### config.mk
export PLATFORM = sky130hd
export DESIGN_NAME = websocket_frame_unmasker_core
export DESIGN_NICKNAME = d
export VERILOG_FILES = /design/src/rtl/wsfu_pkg.sv /design/src/rtl/wsfu_parser.sv /design/src/rtl/wsfu_out_buf.sv /design/src/rtl/websocket_frame_unmasker_core.sv
export SDC_FILE = /design/constraint.sdc
export NUM_CORES = 1
export LEC_CHECK = 0
export ABC_AREA = 1
export BUFFER_PORTS_ARGS = -buffer_cell sky130_fd_sc_hd__buf_4
export CORE_MARGIN = 2
export CORE_UTILIZATION = 35
export DETAILED_ROUTE_END_ITERATION = 7
export GPL_ROUTABILITY_DRIVEN = 0
export GPL_TIMING_DRIVEN = 0
export HOLD_SLACK_MARGIN = 0.05
export PLACE_DENSITY = 0.58
export SYNTH_ARGS = -nofsm -noshare
export SYNTH_HDL_FRONTEND = slang
export SYNTH_SLANG_ARGS = --single-unit
### constraint.sdc
create_clock -name clk -period 4.4 [get_ports clk]
set_clock_uncertainty 0.2 [all_clocks]
set_input_delay 0.88 -clock clk [delete_from_list [all_inputs] [get_ports clk]]
set_output_delay 0.88 -clock clk [all_outputs]
set_load 0.05 [all_outputs]
### src/rtl/wsfu_pkg.sv
// ----------------------------------------------------------------------------
// WebSocket frame unmasker package
// Shared status codes and the result record passed from parser to output.
// ----------------------------------------------------------------------------
package wsfu_pkg;

    // Status reported with the last byte of a buffer.
    typedef enum logic [2:0] {
        ST_OK    = 3'd0,
        ST_SHORT = 3'd1,
        ST_TYPE  = 3'd2,
        ST_LONG  = 3'd3,
        ST_TRUNC = 3'd4
    } status_t;

    // One result record, as produced by the parser for an accepted byte.
    typedef struct packed {
        logic        status_valid;
        logic        byte_valid;
        logic [15:0] frame_length;
        status_t     frame_status;
        logic [7:0]  payload_byte;
    } result_t;

endpackage

### src/rtl/wsfu_parser.sv
// ----------------------------------------------------------------------------
// WebSocket frame parser
// Per-byte header parse, key capture and payload unmasking in one step.
// ----------------------------------------------------------------------------
module wsfu_parser
(
    input  logic              clk,
    input  logic              rst_n,
    input  logic              accept,
    input  logic [7:0]        byte_value,
    input  logic              last_in_buffer,
    output logic              res_valid,
    output wsfu_pkg::result_t res
);

    typedef enum logic [2:0] {
        PH_FIRST   = 3'd0,
        PH_SECOND  = 3'd1,
        PH_LEN_HI  = 3'd2,
        PH_LEN_LO  = 3'd3,
        PH_KEY     = 3'd4,
        PH_PAYLOAD = 3'd5,
        PH_DONE    = 3'd6
    } phase_t;

    phase_t      phase_reg, phase_next;
    logic [15:0] remaining_reg, remaining_next;
    logic [15:0] declared_reg, declared_next;
    logic        mask_present_reg, mask_present_next;
    logic [31:0] key_reg, key_next;
    logic [1:0]  key_idx_reg, key_idx_next;
    wsfu_pkg::status_t err_reg, err_next;

    always_comb
    begin
        logic [15:0] len_val;
        logic [7:0]  key_byte;
        logic        use_mask;
        logic        len_ready;
        wsfu_pkg::status_t st;
        logic [15:0] st_len;

        phase_next        = phase_reg;
        remaining_next    = remaining_reg;
        declared_next     = declared_reg;
        mask_present_next = mask_present_reg;
        key_next          = key_reg;
        key_idx_next      = key_idx_reg;
        err_next          = err_reg;
        len_val           = 16'd0;
        use_mask          = 1'b0;
        len_ready         = 1'b0;
        res               = '0;
        res.frame_status  = wsfu_pkg::ST_OK;

        unique case (key_idx_reg)
            2'd0:    key_byte = key_reg[31:24];
            2'd1:    key_byte = key_reg[23:16];
            2'd2:    key_byte = key_reg[15:8];
            default: key_byte = key_reg[7:0];
        endcase

        unique case (phase_reg)
            PH_FIRST:
            begin
                declared_next     = 16'd0;
                key_next          = 32'd0;
                mask_present_next = 1'b0;
                key_idx_next      = 2'd0;
                remaining_next    = 16'd0;
                err_next = (!byte_value[7] || byte_value[3:0] != 4'h1) ?
                           wsfu_pkg::ST_TYPE : wsfu_pkg::ST_OK;
                phase_next = PH_SECOND;
            end
            PH_SECOND:
            begin
                if (err_reg != wsfu_pkg::ST_OK)
                begin
                    phase_next = PH_DONE;
                end
                else
                begin
                    mask_present_next = byte_value[7];
                    priority if (byte_value[6:0] == 7'd127)
                    begin
                        err_next   = wsfu_pkg::ST_LONG;
                        phase_next = PH_DONE;
                    end
                    else if (byte_value[6:0] == 7'd126)
                    begin
                        phase_next = PH_LEN_HI;
                    end
                    else
                    begin
                        len_val       = {9'd0, byte_value[6:0]};
                        declared_next = len_val;
                        use_mask      = byte_value[7];
                        len_ready     = 1'b1;
                    end
                end
            end
            PH_LEN_HI:
            begin
                // The high length byte is parked in the remaining counter.
                remaining_next = {byte_value, 8'h00};
                phase_next     = PH_LEN_LO;
            end
            PH_LEN_LO:
            begin
                len_val       = {remaining_reg[15:8], byte_value};
                declared_next = len_val;
                use_mask      = mask_present_reg;
                len_ready     = 1'b1;
            end
            PH_KEY:
            begin
                key_next     = {key_reg[23:0], byte_value};
                key_idx_next = key_idx_reg + 2'd1;
                if (key_idx_next == 2'd0)
                begin
                    remaining_next = declared_reg;
                    phase_next = (declared_reg != 16'd0) ? PH_PAYLOAD : PH_DONE;
                end
            end
            PH_PAYLOAD:
            begin
                res.payload_byte = byte_value ^ key_byte;
                res.byte_valid   = 1'b1;
                key_idx_next     = key_idx_reg + 2'd1;
                remaining_next   = remaining_reg - 16'd1;
                if (remaining_next == 16'd0)
                begin
                    phase_next = PH_DONE;
                end
            end
            default:
            begin
                // Done, and the unused phase code: bytes are dropped.
            end
        endcase

        // Length is complete: either collect the key or start the payload.
        if (len_ready)
        begin
            key_idx_next = 2'd0;
            if (use_mask)
            begin
                phase_next = PH_KEY;
            end
            else
            begin
                remaining_next = len_val;
                phase_next = (len_val != 16'd0) ? PH_PAYLOAD : PH_DONE;
            end
        end

        st     = wsfu_pkg::ST_OK;
        st_len = 16'd0;
        priority if (phase_next == PH_SECOND)
        begin
            st = wsfu_pkg::ST_SHORT;
        end
        else if (err_next != wsfu_pkg::ST_OK)
        begin
            st = err_next;
        end
        else if (phase_next == PH_LEN_HI || phase_next == PH_LEN_LO)
        begin
            st = wsfu_pkg::ST_TRUNC;
        end
        else if (phase_next == PH_KEY ||
                 (phase_next == PH_PAYLOAD && remaining_next != 16'd0))
        begin
            st     = wsfu_pkg::ST_TRUNC;
            st_len = declared_next;
        end
        else
        begin
            st_len = declared_next;
        end

        if (last_in_buffer)
        begin
            res.status_valid  = 1'b1;
            res.frame_status  = st;
            res.frame_length  = st_len;
            // The next buffer starts from a clean parser.
            phase_next        = PH_FIRST;
            remaining_next    = 16'd0;
            declared_next     = 16'd0;
            mask_present_next = 1'b0;
            key_next          = 32'd0;
            key_idx_next      = 2'd0;
            err_next          = wsfu_pkg::ST_OK;
        end

        res_valid = res.byte_valid || res.status_valid;
    end

    always_ff @(posedge clk or negedge rst_n)
    begin
        if (!rst_n)
        begin
            phase_reg        <= PH_FIRST;
            remaining_reg    <= 16'd0;
            declared_reg     <= 16'd0;
            mask_present_reg <= 1'b0;
            key_reg          <= 32'd0;
            key_idx_reg      <= 2'd0;
            err_reg          <= wsfu_pkg::ST_OK;
        end
        else if (accept)
        begin
            phase_reg        <= phase_next;
            remaining_reg    <= remaining_next;
            declared_reg     <= declared_next;
            mask_present_reg <= mask_present_next;
            key_reg          <= key_next;
            key_idx_reg      <= key_idx_next;
            err_reg          <= err_next;
        end
    end

`ifndef ASSERT_OFF
    a_last_clears: assert property (@(posedge clk) disable iff (!rst_n)
        accept && last_in_buffer |=> phase_reg == PH_FIRST && err_reg == wsfu_pkg::ST_OK)
        else $error("parser not cleared after last byte of buffer");

    a_payload_nonzero: assert property (@(posedge clk) disable iff (!rst_n)
        phase_reg == PH_PAYLOAD |-> remaining_reg != 16'd0)
        else $error("payload phase with no bytes remaining");

    a_key_needs_mask: assert property (@(posedge clk) disable iff (!rst_n)
        phase_reg == PH_KEY |-> mask_present_reg)
        else $error("key phase entered without mask bit");
`endif

endmodule

### src/rtl/wsfu_out_buf.sv
// ----------------------------------------------------------------------------
// WebSocket frame unmasker output buffer
// Output register with one skid entry so input is taken while output stalls.
// ----------------------------------------------------------------------------
module wsfu_out_buf
(
    input  logic              clk,
    input  logic              rst_n,
    input  logic              push,
    input  wsfu_pkg::result_t push_data,
    output logic              can_push,
    output logic              out_valid,
    input  logic              out_ready,
    output wsfu_pkg::result_t out_data
);

    logic              out_valid_reg;
    wsfu_pkg::result_t out_data_reg;
    logic              skid_valid_reg;
    wsfu_pkg::result_t skid_data_reg;
    logic              out_free;

    assign out_free  = !out_valid_reg || out_ready;
    assign can_push  = !skid_valid_reg;
    assign out_valid = out_valid_reg;
    assign out_data  = out_data_reg;

    always_ff @(posedge clk or negedge rst_n)
    begin
        if (!rst_n)
        begin
            out_valid_reg  <= 1'b0;
            skid_valid_reg <= 1'b0;
        end
        else if (out_free)
        begin
            out_valid_reg  <= skid_valid_reg || push;
            skid_valid_reg <= 1'b0;
        end
        else if (push)
        begin
            skid_valid_reg <= 1'b1;
        end
    end

    always_ff @(posedge clk)
    begin
        if (out_free)
        begin
            out_data_reg <= skid_valid_reg ? skid_data_reg : push_data;
        end
        else if (push)
        begin
            skid_data_reg <= push_data;
        end
    end

`ifndef ASSERT_OFF
    a_skid_behind_out: assert property (@(posedge clk) disable iff (!rst_n)
        skid_valid_reg |-> out_valid_reg)
        else $error("skid entry held while output register empty");

    a_skid_drains: assert property (@(posedge clk) disable iff (!rst_n)
        skid_valid_reg && out_ready |=> !skid_valid_reg && out_valid_reg)
        else $error("skid entry not moved to output register");
`endif

endmodule

### src/rtl/websocket_frame_unmasker_core.sv
// The per-byte parse step sits between the parser state registers and the
// output register; a result goes to the skid entry behind it while m_axis
// stalls. Throughput: one byte per cycle while the skid entry is free.
// Reset (rst_n low, asynchronous) returns the parser to the first header
// byte and empties the output register and skid entry.
// ----------------------------------------------------------------------------
// WebSocket frame unmasker core
// Parses one WebSocket frame header per received buffer, unmasks the payload
// and reports the frame length and a status on the buffer's last byte.
// ----------------------------------------------------------------------------
module websocket_frame_unmasker_core
(
    input  logic        clk,
    input  logic        rst_n,

    // Input stream: one raw buffer byte per request.
    input  logic        s_axis_tvalid,
    output logic        s_axis_tready,
    input  logic [7:0]  s_axis_tdata,   // [7:0] byte_value
    input  logic        s_axis_tlast,   // last_in_buffer

    // Output stream: one request per payload byte or per buffer end.
    output logic        m_axis_tvalid,
    input  logic        m_axis_tready,
    output logic [31:0] m_axis_tdata,   // [7:0] payload_byte, [10:8] frame_status,
                                        // [26:11] frame_length, [31:27] zero
    output logic        m_axis_tuser,   // byte_valid
    output logic        m_axis_tlast    // status_valid
);

    logic              accept;
    logic              res_valid;
    wsfu_pkg::result_t res;
    logic              can_push;
    wsfu_pkg::result_t out_res;

    // The input is taken whenever the skid entry is free, so a waiting
    // result in the output register does not hold up the next byte.
    assign s_axis_tready = can_push;
    assign accept        = s_axis_tvalid && s_axis_tready;

    // The parser advances its state on every accepted byte and offers a
    // result only for payload bytes and for the buffer's last byte.
    wsfu_parser u_parser
    (
        .clk            (clk),
        .rst_n          (rst_n),
        .accept         (accept),
        .byte_value     (s_axis_tdata),
        .last_in_buffer (s_axis_tlast),
        .res_valid      (res_valid),
        .res            (res)
    );

    wsfu_out_buf u_out_buf
    (
        .clk       (clk),
        .rst_n     (rst_n),
        .push      (accept && res_valid),
        .push_data (res),
        .can_push  (can_push),
        .out_valid (m_axis_tvalid),
        .out_ready (m_axis_tready),
        .out_data  (out_res)
    );

    // Pack the result record onto the output stream.
    assign m_axis_tdata = {5'd0, out_res.frame_length, out_res.frame_status,
                           out_res.payload_byte};
    assign m_axis_tuser = out_res.byte_valid;
    assign m_axis_tlast = out_res.status_valid;

endmodule

After elaboration in Yosys (flattened, before gate mapping) --
Index checks and enable logic that the tools add are counted.
Operators by class: add/sub/neg operators 2, eq/ne operators 16, muxes and demuxes 61, bitwise gates (word level) 2, reductions and logical operators 30
Operator list (number):
- 16-bit 2-to-1 mux | 13
- 16-bit one-hot mux with 4 select lines | 1
- 32-bit one-hot mux with 2 select lines | 1
- 16-bit one-hot mux with 3 select lines | 1
- 16-bit nonzero test | 3
- 3-bit 2-to-1 mux | 15
- 32-bit 2-to-1 mux | 1
- 16-bit one-hot mux with 2 select lines | 1
- 29-bit 2-to-1 mux | 1
- 8-bit one-hot mux with 3 select lines | 1
- 19-bit 2-to-1 mux | 1
- 16-bit logical NOT | 1
- 16-bit by 1-bit subtractor with 16-bit output (second input constant) | 1
- 3-bit one-hot mux with 5 select lines | 1
- 7-bit == test (second input constant) | 2
- 3-bit by 2-bit == test with 1-bit output (second input constant) | 4
- 3-bit == test (second input constant) | 4
- 1-bit 2-to-1 mux | 12
- 3-bit nonzero test | 4
- 2-bit 2-to-1 mux | 5
- 8-bit 2-to-1 mux | 1
- 8-bit XOR | 1
- 7-bit 2-to-1 mux | 1
- 3-bit by 1-bit == test with 1-bit output (second input constant) | 2
- 19 further kinds | 33
Storage, ports and cells: register bits 133, bits of input ports 13, output and inout port bits 36

Depth between registers and ports, before layout --
depth after elaboration 18, gate-level depth with buffers 21, mapped depth without buffers 21

By module --
From an unflattened synthesis, not the netlist that was laid out.
Unflattened totals: cells, all modules 966, area total of the unflattened synthesis 7528.5 um^2
Modules (own cells, without submodules):
- wsfu_parser | instances 1, cells each 795, area each 5288.8 um^2, seq. area each 1826.8 um^2
- wsfu_out_buf | instances 1, cells each 161, area each 2180.8 um^2, seq. area each 1791.7 um^2
- websocket_frame_unmasker_core | instances 1, cells each 10, area each 58.8 um^2, seq. area each 0.0 um^2

Worst setup path before layout --
Ideal clock, no wire load.
path type input to register, from in m_axis_tready, to reg u_out_buf.skid_data_reg[0] (netlist name), enable pin, setup time 0.415 ns, arrival 2.934 ns, required time 3.785 ns, path slack 0.850 ns, cell stages on the path 3, cell sequence inv_1 -> nand2_1 -> nor2_1
On the way: word-level cells in the longest chain between the ends 3
RTL lines:
- start, declared | RTL line websocket_frame_unmasker_core.sv:24 | input logic m_axis_tready,
- 1-bit logical OR | RTL line wsfu_out_buf.sv:23 | assign out_free = !out_valid_reg || out_ready;
- named net u_out_buf.out_free | RTL line wsfu_out_buf.sv:21 | logic out_free;
- 1-bit inverter (no line)
- 2-bit AND reduction (no line)
- end signal, assigned | RTL line wsfu_out_buf.sv:54 | skid_data_reg <= push_data;
- end, declared | RTL line wsfu_out_buf.sv:20 | wsfu_pkg::result_t skid_data_reg;
The timed path passes the listed nets, and every way through them passes these cells. A chain may end at the register's enable or synchronous reset.

==> impl_results.rst <==
.. list-table::
   :header-rows: 1

   * - Metric
     - Value
   * - Number of buffers inserted during clock tree synthesis
     - 17
   * - Status
     - finished clean
   * - Synthesized instance count
     - 938
   * - Final-report hold violation count
     - 0
   * - Antenna diode count
     - 0
   * - Setup repair after global routing missed its margin
     - false
   * - Area Overhead vs Synth
     - 17.5%
   * - Cell depth of the worst hold path
     - 2
   * - Slew HR
     - between 10% and 20%
   * - Arrival time at the worst endpoint
     - between 3 and 4 ns
   * - Number of maximum-capacitance violations
     - 0
   * - Crit-path max FO
     - 10
   * - Worst Hold Slack
     - between 0.2 and 0.3 ns
   * - Power per Cell Area
     - approximately 700 nW/um^2
   * - Peak supply drop
     - between 0.0002 and 0.00025 V
   * - Number of input and output port buffers inserted
     - 42
   * - Initial antenna violation count
     - 0
   * - Synthesized area per cell
     - about 8 um^2
   * - First-pass GRT wire length
     - 34700 um
   * - Setup slack on the worst flop-to-flop path
     - between 1 and 1.5 ns
   * - Final design area excluding fillers
     - between 8000 and 9000 um^2
   * - Flip-flop count of the largest register after layout
     - 32
   * - CTS tree
     - done
   * - Netlist area before placement
     - between 7000 and 8000 um^2
   * - Starting Density
     - 35.7%
   * - Nets@finish
     - 1023
   * - Fraction of the yosys area taken by sequential cells
     - about half
   * - Rows
     - 53
   * - Count of state elements after synthesis
     - between 100 and 150
   * - Detailed Place HPWL
     - about 16000 um
   * - Number of vias in the routed layout
     - between 6k and 7k
   * - Max-slew violation count
     - 0
   * - Number of endpoints failing setup at the final stage
     - 0
   * - Worst-path clk slew
     - about 0.060 ns
   * - Reg2Reg Launch Point
     - u_parser.remaining_reg[0]$_DFFE_PN0P_
   * - Pin count of the biggest net entering global routing
     - between 70 and 80
   * - DRC violations left
     - 0
   * - Resized cells post-CTS
     - 0
   * - Endpoint of the worst register-to-register path
     - u_out_buf.out_data[23]$_DFFE_PN_
   * - Post-synth EDFFs
     - a little under 60
   * - Static leakage power
     - about 3.8 nW
   * - Fraction of layout instances using a drive strength above 1
     - around 13%
   * - Source of the worst hold timing path
     - u_parser.key_reg[29]$_DFFE_PN0P_
   * - Ratio of final minimum period to clock period
     - roughly three quarters
   * - Worst Reg-to-Reg Cells
     - 16
   * - Element type at the critical path end
     - flip-flop
   * - Most frequent standard cell in the layout excluding fill and tap cells
     - sky130_fd_sc_hd__nand2_1
   * - Antenna violation net count after detailed routing
     - 0
   * - Required time worst endpoint
     - ~4.4 ns
   * - GRT Total Usage
     - around a fifth
   * - Final worst path period need
     - between 3 and 4 ns
   * - Fraction of registers with async set or reset after synthesis
     - 56.4%
   * - CTS H-Tree Depth
     - 4
   * - Leading cell types in the layout, fill and taps excluded
     - 262 x sky130_fd_sc_hd__nand2_1, 92 x sky130_fd_sc_hd__inv_1, 79 x sky130_fd_sc_hd__nor2_1
   * - Transition time at the pin with the least slew margin
     - around 1.3 ns
   * - Area of the core
     - ~21000 um^2
   * - Clock tree root buffer cell
     - sky130_fd_sc_hd__clkbuf_16
   * - First-pass detailed-route iteration total
     - 5
   * - Longest Clk Path Bufs
     - 2
   * - Max Freq
     - approximately 300 MHz
   * - Total of hold buffers inserted after clock tree synthesis
     - 0
   * - Type of the worst setup path
     - flip-flop to flip-flop
   * - Top FF cell, synth
     - sky130_fd_sc_hd__dfrtp_1
   * - Source-to-sink clock delay at the later pin of the worst-skew pair
     - about 0.43 ns
   * - WL final
     - 21700 um
   * - Post-CTS setup-driven buffer insertion count
     - 0
   * - Die Footprint
     - roughly 23000 um^2
   * - Iteration-0 DRC Markers
     - 720
   * - Global route total overflow
     - 0
   * - Number of I/O pins
     - slightly below 50
   * - Final-layout fill cell count
     - between 2k and 2.5k
   * - Drt wl/cell
     - 16.8 um
   * - Count of different cell masters after synthesis
     - 45
   * - Worst Hold Class
     - flip-flop to flip-flop
   * - Total of warnings raised by yosys
     - 0
   * - Die Y
     - 150 um
   * - DR vias/cell
     - 5.15
   * - Die Width
     - roughly 150 um
   * - Clk sinks
     - around 130
   * - Number of global-route vias before repair
     - 6319
   * - Cell Area, Placed
     - between 8000 and 9000 um^2
   * - Crit path launch type
     - flip-flop
   * - Worst Hold Endpoint
     - u_parser.key_reg[29]$_DFFE_PN0P_
where the power goes:
part | internal (mW) | leakage (nW) | switching, mW | total (mW)
clock | 0.897 | 0.290 | 0.584 | 1.48
combinational | 0.873 | 1.91 | 2.12 | 2.99
sequential | 1.53 | 1.63 | 0.135 | 1.66
total | 3.30 | 3.83 | 2.84 | 6.13
critical path, cell delays in order (launching register included):
cell,delay [ns]
sky130_fd_sc_hd__dfrtp_1,0.41
sky130_fd_sc_hd__inv_1,0.20
sky130_fd_sc_hd__ha_1,0.19
sky130_fd_sc_hd__buf_2,0.19
sky130_fd_sc_hd__xnor2_1,0.16
sky130_fd_sc_hd__nand2_1,0.09
sky130_fd_sc_hd__nor3_1,0.30
sky130_fd_sc_hd__nand2_1,0.10
sky130_fd_sc_hd__nor2_1,0.16
sky130_fd_sc_hd__nand3_1,0.19
sky130_fd_sc_hd__o21ai_2,0.22
sky130_fd_sc_hd__nand2_2,0.11
sky130_fd_sc_hd__nand2_2,0.16
sky130_fd_sc_hd__buf_8,0.22
sky130_fd_sc_hd__nor2_4,0.05
sky130_fd_sc_hd__nand2_1,0.06
sky130_fd_sc_hd__nand2_1,0.05
worst max path at each step:
stage	startpoint	end	slack (ns)	depth (start not counted)
floorplan	m_axis_tready	u_out_buf.skid_data_reg[0]$_DFFE_PP_	0.85	3
global placement	m_axis_tready	u_out_buf.skid_data_reg[26]$_DFFE_PP_	-0.07	4
detailed placement	s_axis_tdata[1]	u_out_buf.out_data[10]$_DFFE_PN_	0.81	18
CTS	u_parser.remaining_reg[0]$_DFFE_PN0P_	u_out_buf.out_data[17]$_DFFE_PN_	1.13	16
global route	u_parser.remaining_reg[0]$_DFFE_PN0P_	u_out_buf.out_data[23]$_DFFE_PN_	0.94	16
finish	u_parser.remaining_reg[0]$_DFFE_PN0P_	u_out_buf.out_data[23]$_DFFE_PN_	1.09	16
per-layer routing:
layer	GRT usage, %	share of wire (%)
met4	8.44	2.8
met1	28.2	46
met2	30.2	44
met3	3.88	7.8
met5	0	0
synth_stat cells (3+ instances only):
library cell               count  area share, %
sky130_fd_sc_hd__o22ai_1      34            2.8
sky130_fd_sc_hd__nand3_1      68            4.5
sky130_fd_sc_hd__nand2_2       6           0.50
sky130_fd_sc_hd__nor2_2        6           0.50
sky130_fd_sc_hd__o31ai_1      17            1.7
sky130_fd_sc_hd__nor3_1        8           0.53
sky130_fd_sc_hd__inv_2         4           0.20
sky130_fd_sc_hd__nor2_1       80            4.0
sky130_fd_sc_hd__o21ai_0      60            4.0
sky130_fd_sc_hd__o21ai_1       4           0.27
sky130_fd_sc_hd__a21oi_1      46            3.1
sky130_fd_sc_hd__nor4_1        4           0.33
sky130_fd_sc_hd__buf_1         6           0.30
sky130_fd_sc_hd__a31oi_1       3           0.25
sky130_fd_sc_hd__buf_4         7           0.70
sky130_fd_sc_hd__buf_2         9           0.60
sky130_fd_sc_hd__clkbuf_1     22            1.1
sky130_fd_sc_hd__a32oi_1       8           0.93
sky130_fd_sc_hd__ha_1          6            1.0
sky130_fd_sc_hd__nor2_4       15            2.2
sky130_fd_sc_hd__inv_1        92            4.6
sky130_fd_sc_hd__nand4_1       5           0.42
sky130_fd_sc_hd__a221oi_1      6           0.70
sky130_fd_sc_hd__nand2_1     262             13
sky130_fd_sc_hd__dfrtp_1      75             25
sky130_fd_sc_hd__edfxtp_1     58             23
layout make-up:
type                    instances  area, um^2  area share (%)
multi-input cells             663        3290            37.3
clock inverters                14         178            2.01
well taps                     275         344            3.90
inverters                      98         368            4.17
repair buffers                 43         343            3.89
clock buffers                  18         429            4.87
plain buffers                  48         245            2.78
flip-flops and latches        133        3620            41.0
cell families (layout without fill, tap and decap cells):
group / after synthesis / after routing / share of synthesized area (%)
fa+ha+maj: 6 / 6 / 1.00
xor+xnor: 1 / 1 / 0.117
compound gates: 186 / 186 / 14.7
other cells: 1 / 5 / 0.0500
buf+inv: 146 / 221 / 8.17
flops: 133 / 133 / 48.2
simple gates: 465 / 465 / 27.8
per-stage QoR:
| step | power [mW] | std cells | TNS, ns | util (%) | setup WS, ns |
|---|---|---|---|---|---|
| after floorplan | 3.86 | 942 | 0 | - | 0.850 |
| after global placement | 4.59 | 1259 | -1.91 | 38.9 | -0.0679 |
| after detailed placement | 4.61 | 1260 | 0 | 39.1 | 0.807 |
| after CTS | 6.10 | 1292 | 0 | 41.9 | 1.13 |
| after global routing | 6.54 | 1292 | 0 | 41.9 | 0.936 |
| final | 6.13 | 1292 | 0 | 41.9 | 1.09 |
Note: power is estimated with default switching activity, not from simulation.
